===== config.mk =====
export PLATFORM = sky130hd
export DESIGN_NAME = stable_priority_event_queue_core
export DESIGN_NICKNAME = d
export VERILOG_FILES = /design/src/hw/rtl/spq_pkg.sv /design/src/hw/rtl/stable_priority_event_queue_core.sv /design/src/hw/rtl/spq_cell.sv
export SDC_FILE = /design/constraint.sdc
export NUM_CORES = 2
export LEC_CHECK = 0
export ABC_AREA = 1
export BUFFER_PORTS_ARGS = -buffer_cell sky130_fd_sc_hd__buf_2
export CORE_ASPECT_RATIO = 1.75
export CORE_UTILIZATION = 63
export CTS_CLUSTER_DIAMETER = 80
export DETAILED_ROUTE_END_ITERATION = 10
export MAX_ROUTING_LAYER = met4
export PLACE_DENSITY = 0.9
export SYNTH_ARGS = -nofsm -noshare
export SYNTH_HDL_FRONTEND = slang
export SYNTH_HIERARCHICAL = 1
export SYNTH_SLANG_ARGS = --single-unit

===== constraint.sdc =====
create_clock -name clk -period 5.4 [get_ports clk]
set_clock_uncertainty 0.1 [all_clocks]
set_input_delay 1.08 -clock clk [delete_from_list [all_inputs] [get_ports clk]]
set_output_delay 1.08 -clock clk [all_outputs]
set_load 0.01 [all_outputs]

===== src/hw/rtl/spq_pkg.sv =====
// package for the stable priority event queue
// holds field widths, the command encoding and the cell control bundle
// used by spq_cell and stable_priority_event_queue_core
package spq_pkg;

  localparam int TIME_W              = 32;
  localparam int HANDLE_W            = 16;
  localparam int DEFAULT_QUEUE_DEPTH = 16;

  // command encoding on the input channel
  typedef enum logic {
    CMD_INSERT = 1'b0,
    CMD_POP    = 1'b1
  } cmd_t;

  // per-cycle control broadcast to every cell of the chain
  typedef struct packed {
    logic                insert_en;
    logic                pop_en;
    logic [TIME_W-1:0]   ev_time;
    logic [HANDLE_W-1:0] ev_handle;
  } cell_ctrl_t;

endpackage


===== src/hw/rtl/stable_priority_event_queue_core.sv =====
// Sorted event queue built as a chain of QUEUE_DEPTH compare-and-shift cells.
// Every accepted transaction (insert or pop) is finished in the cycle it is
// accepted and its result appears on the output register in the next cycle, so
// the block takes one transaction per clock while out_ready holds: the rate is set
// by the compare and neighbor shift that all cells do in parallel. A new
// transaction is accepted whenever the output register is empty or is being
// taken in the same cycle. Ties keep arrival order; an insert into a full
// queue is dropped and flagged, and a pop on an empty queue returns no event.
// No clearing pass is needed after reset.
// depends on spq_pkg and spq_cell
module stable_priority_event_queue_core #(
  parameter int QUEUE_DEPTH = spq_pkg::DEFAULT_QUEUE_DEPTH
) (
  input  logic                         clk,
  input  logic                         rst,
  input  logic                         in_valid,
  output logic                         in_ready,
  input  logic                         command,
  input  logic [spq_pkg::TIME_W-1:0]   event_time,
  input  logic [spq_pkg::HANDLE_W-1:0] event_handle,
  output logic                         out_valid,
  input  logic                         out_ready,
  output logic                         pop_valid,
  output logic [spq_pkg::TIME_W-1:0]   popped_time,
  output logic [spq_pkg::HANDLE_W-1:0] popped_handle,
  output logic                         queue_empty,
  output logic                         insert_dropped
);

  localparam int CW = $clog2(QUEUE_DEPTH + 1);

  logic [CW-1:0]   count;
  logic [CW-1:0]   count_next;
  logic            in_fire;
  logic            is_pop;
  logic            full;
  logic            empty;
  spq_pkg::cell_ctrl_t ctrl;

  logic [QUEUE_DEPTH-1:0]       occupied;
  logic [QUEUE_DEPTH-1:0]       keep;
  logic [spq_pkg::TIME_W-1:0]   slot_time   [QUEUE_DEPTH];
  logic [spq_pkg::HANDLE_W-1:0] slot_handle [QUEUE_DEPTH];

  // handshake: accept while the result register is free or draining
  assign in_ready = !out_valid || out_ready;
  assign in_fire  = in_valid && in_ready;
  assign is_pop   = (command == spq_pkg::CMD_POP);
  assign full     = (count == CW'(QUEUE_DEPTH));
  assign empty    = (count == '0);

  // control broadcast to the cells
  always_comb begin
    ctrl.insert_en = in_fire && !is_pop && !full;
    ctrl.pop_en    = in_fire && is_pop && !empty;
    ctrl.ev_time   = event_time;
    ctrl.ev_handle = event_handle;
  end

  // occupancy count
  always_comb begin
    count_next = count;
    if (ctrl.insert_en) begin
      count_next = count + 1'b1;
    end else if (ctrl.pop_en) begin
      count_next = count - 1'b1;
    end
  end

  always_ff @(posedge clk) begin
    if (rst) begin
      count <= '0;
    end else begin
      count <= count_next;
    end
  end

  // chain of cells, head at index 0
  for (genvar i = 0; i < QUEUE_DEPTH; i++) begin : g_cell
    logic                         p_keep;
    logic [spq_pkg::TIME_W-1:0]   p_time;
    logic [spq_pkg::HANDLE_W-1:0] p_handle;
    logic [spq_pkg::TIME_W-1:0]   n_time;
    logic [spq_pkg::HANDLE_W-1:0] n_handle;

    assign occupied[i] = (count > CW'(i));

    if (i == 0) begin : g_head
      assign p_keep   = 1'b1;
      assign p_time   = '0;
      assign p_handle = '0;
    end else begin : g_body
      assign p_keep   = keep[i-1];
      assign p_time   = slot_time[i-1];
      assign p_handle = slot_handle[i-1];
    end

    if (i == QUEUE_DEPTH - 1) begin : g_tail
      assign n_time   = '0;
      assign n_handle = '0;
    end else begin : g_inner
      assign n_time   = slot_time[i+1];
      assign n_handle = slot_handle[i+1];
    end

    spq_cell u_cell (
      .clk         (clk),
      .ctrl        (ctrl),
      .occupied    (occupied[i]),
      .prev_keep   (p_keep),
      .prev_time   (p_time),
      .prev_handle (p_handle),
      .next_time   (n_time),
      .next_handle (n_handle),
      .keep        (keep[i]),
      .slot_time   (slot_time[i]),
      .slot_handle (slot_handle[i])
    );
  end

  // result register
  always_ff @(posedge clk) begin
    if (rst) begin
      out_valid <= 1'b0;
    end else if (in_fire) begin
      out_valid <= 1'b1;
    end else if (out_ready) begin
      out_valid <= 1'b0;
    end
  end

  always_ff @(posedge clk) begin
    if (in_fire) begin
      pop_valid      <= ctrl.pop_en;
      popped_time    <= ctrl.pop_en ? slot_time[0] : '0;
      popped_handle  <= ctrl.pop_en ? slot_handle[0] : '0;
      queue_empty    <= (count_next == '0);
      insert_dropped <= !is_pop && full;
    end
  end

  // checks
  a_count_bound: assert property (@(posedge clk) disable iff (rst)
    count <= CW'(QUEUE_DEPTH))
    else $error("occupancy count above queue depth");

  a_insert_grows: assert property (@(posedge clk) disable iff (rst)
    ctrl.insert_en |=> count == $past(count) + 1'b1)
    else $error("accepted insert did not grow the queue");

  a_pop_shrinks: assert property (@(posedge clk) disable iff (rst)
    ctrl.pop_en |=> count == $past(count) - 1'b1)
    else $error("accepted pop did not shrink the queue");

  a_result_follows: assert property (@(posedge clk) disable iff (rst)
    in_fire |=> out_valid)
    else $error("accepted transaction produced no result");

  a_flags_exclusive: assert property (@(posedge clk) disable iff (rst)
    out_valid |-> !(pop_valid && insert_dropped) && !(pop_valid && queue_empty &&
      $past(count) != CW'(1) && $past(in_fire)))
    else $error("result flags inconsistent");

endmodule


===== src/hw/rtl/spq_cell.sv =====
// one slot of the sorted shift-register queue
// depends on spq_pkg for widths and the cell_ctrl_t control bundle
module spq_cell (
  input  logic                         clk,
  input  spq_pkg::cell_ctrl_t          ctrl,
  input  logic                         occupied,
  input  logic                         prev_keep,
  input  logic [spq_pkg::TIME_W-1:0]   prev_time,
  input  logic [spq_pkg::HANDLE_W-1:0] prev_handle,
  input  logic [spq_pkg::TIME_W-1:0]   next_time,
  input  logic [spq_pkg::HANDLE_W-1:0] next_handle,
  output logic                         keep,
  output logic [spq_pkg::TIME_W-1:0]   slot_time,
  output logic [spq_pkg::HANDLE_W-1:0] slot_handle
);

  // a stored entry stays put when it sorts at or before the new event
  assign keep = occupied && (slot_time <= ctrl.ev_time);

  // insert: hold, take the new event, or shift down; pop: shift up
  always_ff @(posedge clk) begin
    if (ctrl.insert_en) begin
      if (!keep) begin
        if (prev_keep) begin
          slot_time   <= ctrl.ev_time;
          slot_handle <= ctrl.ev_handle;
        end else begin
          slot_time   <= prev_time;
          slot_handle <= prev_handle;
        end
      end
    end else if (ctrl.pop_en) begin
      slot_time   <= next_time;
      slot_handle <= next_handle;
    end
  end

endmodule

==> results_dict.tcl <==
set metrics [dict create \
    status "completed" \
    cts_sinks 825 \
    worst_r2r_path_depth 13 \
    place.gp.congestion 0.935 \
    area_delta_synth_final_pct 6.66 \
    grt_pass1_wl_um 239000 \
    cts_resized 0 \
    drv_slew 0 \
    cp.required_ns 5.71 \
    setup_viol 0 \
    clk_path_buf_depth 3 \
    hp-class "flop to flop" \
    start_kind "input port" \
    arrival_ns 4.33 \
    die_x_um 226 \
    cts_made_buffers 76 \
    hold-path-cell-count 2 \
    fmax_mhz 248 \
    yosys_warnings 6 \
    drt_iter0_drc 5240 \
    clkTransAtPathRegs_ns 0.06 \
    track_usage_pct 34.1 \
    dieArea_mm2 0.0888 \
    cts_tree "built" \
    drc 0 \
    criticalPathCategory "input port to flop" \
    worst_pin_slew_ns 1.16 \
    cts_root_buffer "clkbuf_16" \
    min_to "g_cell[14].u_cell/slot_handle[5]" \
    layout-drive-gt1-share_pct 5.84 \
    powerDensity_mw_per_mm2 307 \
    nets 7454 \
    grt_max_degree 106 \
    ios 106 \
    ir_drop_uv 288 \
    fin_crit_sh_pct 74.6 \
    finalHoldViolCount 0 \
    rrSetupSlack_ns 1.75 \
    r2r-start "count[0]" \
    maxCapViolations 0 \
    grt_antenna_before_repair 0 \
    clk_latency_ns 0.67 \
    r2r_end "g_cell[3].u_cell/slot_handle[12]" \
    syn_avg_cell_area_um2 8.06 \
    h-tree-depth 3 \
    postSynthCellCount 6849 \
    period_needed_ns 4.03 \
    grt_overflow 0 \
    dr.pass1.iters 7 \
    cts_hold_buf 0 \
    dp_hpwl_um 107000 \
    critPathMaxFanout 48 \
    grt_pass1_vias 48900 \
    core_area_mm2 0.0868 \
    post_cts.repair.setup_buffers 0 \
    total_leakage_power_nw 26.7 \
    utilization_pct 67.8 \
    final_antenna_net_count 0 \
    worstHoldStart "g_cell[15].u_cell/slot_handle[5]" \
    maxSlewHeadroom_pct 22.5 \
    routed_via_density 6.04 \
    port_buffers 105 \
    rsz0062_at_grt "no" \
    num_vias 48900 \
    postRouteWirelength_um 148000 \
    fin_setup_tns_ns 0 \
    wl_per_cell_um 18.3 \
    worst_setup_path_end_kind "flop" \
    die_h_um 394 \
    rows 143 \
    initial_core_util_pct 63.6 \
    synth_area_mm2 0.0552 \
]
[through the flow]
stage	hold WS (ns)	total power [mW]	instances	area [um^2]	worst slack, ns
5_1_grt	0.466	18.9	8096	58900	1.13
4_1_cts	0.442	18.0	8096	58900	1.60
3_3_place_gp	0.407	12.4	7965	56500	1.13
6_report	0.441	18.1	8097	58900	1.37
2_1_floorplan	0.400	11.4	6947	55600	1.06
3_5_place_dp	0.438	12.7	7965	56500	0.987
[flip-flops by register name, indices dropped and copies added, names as in the netlist]
name and flops:
g_cell.u_cell/slot_time 512, g_cell.u_cell/slot_handle 256, popped_time 32, popped_handle 16, count 5, insert_dropped 1
out_valid 1, pop_valid 1, queue_empty 1
[final cells by class]
class / instances / area, um^2
timing repair buffer: 186 / 1250
fill: 6408 / 27900
tap: 1160 / 1450
inverter: 757 / 2840
antenna: 1 / 2.50
multi-input combinational: 5037 / 26300
clock buffer: 105 / 2140
clock inverter: 26 / 208
sequential: 825 / 24700
[how the worst max path moves through the flow]
stage                   start                          endpoint  slack, ns  cells past startpoint
2_1_floorplan       out_ready   g_cell[0].u_cell/slot_handle[0]       1.06                      9
4_1_cts         event_time[7]   g_cell[4].u_cell/slot_handle[3]       1.60                     14
6_report       event_time[25]   g_cell[4].u_cell/slot_handle[3]       1.37                     15
3_5_place_dp    event_time[7]  g_cell[4].u_cell/slot_handle[13]       0.99                     14
5_1_grt        event_time[25]   g_cell[4].u_cell/slot_handle[3]       1.13                     15
3_3_place_gp    event_time[3]   g_cell[4].u_cell/slot_handle[9]       1.13                     19
[cell usage in the layout (no fill, tap or decap), types with 16 or more instances in the layout]
cell	n
nand3_1	40
o21a_1	16
nand2_2	17
conb_1	100
ha_1	518
a21o_1	16
o21ai_0	1254
o21ai_1	320
nor2_2	66
nand4_1	33
clkbuf_1	22
nor2_1	955
inv_1	731
buf_4	72
a21oi_1	211
inv_2	25
nand2_1	1473
edfxtp_1	819
clkbuf_16	81
buf_2	105
[critical path, stage by stage]
cell and delay (ns):
buf_2 0.52, inv_1 0.11, ha_1 0.35, a21oi_1 0.17
o21ai_0 0.22, nand2_1 0.13, nand2_1 0.09, a21oi_1 0.19
nand2_1 0.08, nand2_1 0.05, nand2_1 0.06, inv_1 0.38
inv_2 0.47, nor2_1 0.26, o21ai_0 0.11
[report_power, final]
part	internal, mW	total [mW]	switching (mW)
clock network	2.91	5.36	2.45
registers	8.14	8.65	0.511
logic	1.24	4.08	2.84
total	12.3	18.1	5.81
[layer usage]
layer  track usage, %  share of wire (%)  wire, um  vias to the layer above
met5                -                  0         0                        -
met4             22.2                6.1      9120                        0
met3             3.96                7.9     11700                      640
met2             58.2                 51     75200                     2875
met1             37.4                 35     52500                    22600
li1                 -                  -         -                    22900
No activity file was read; power rests on OpenSTA's default activity.
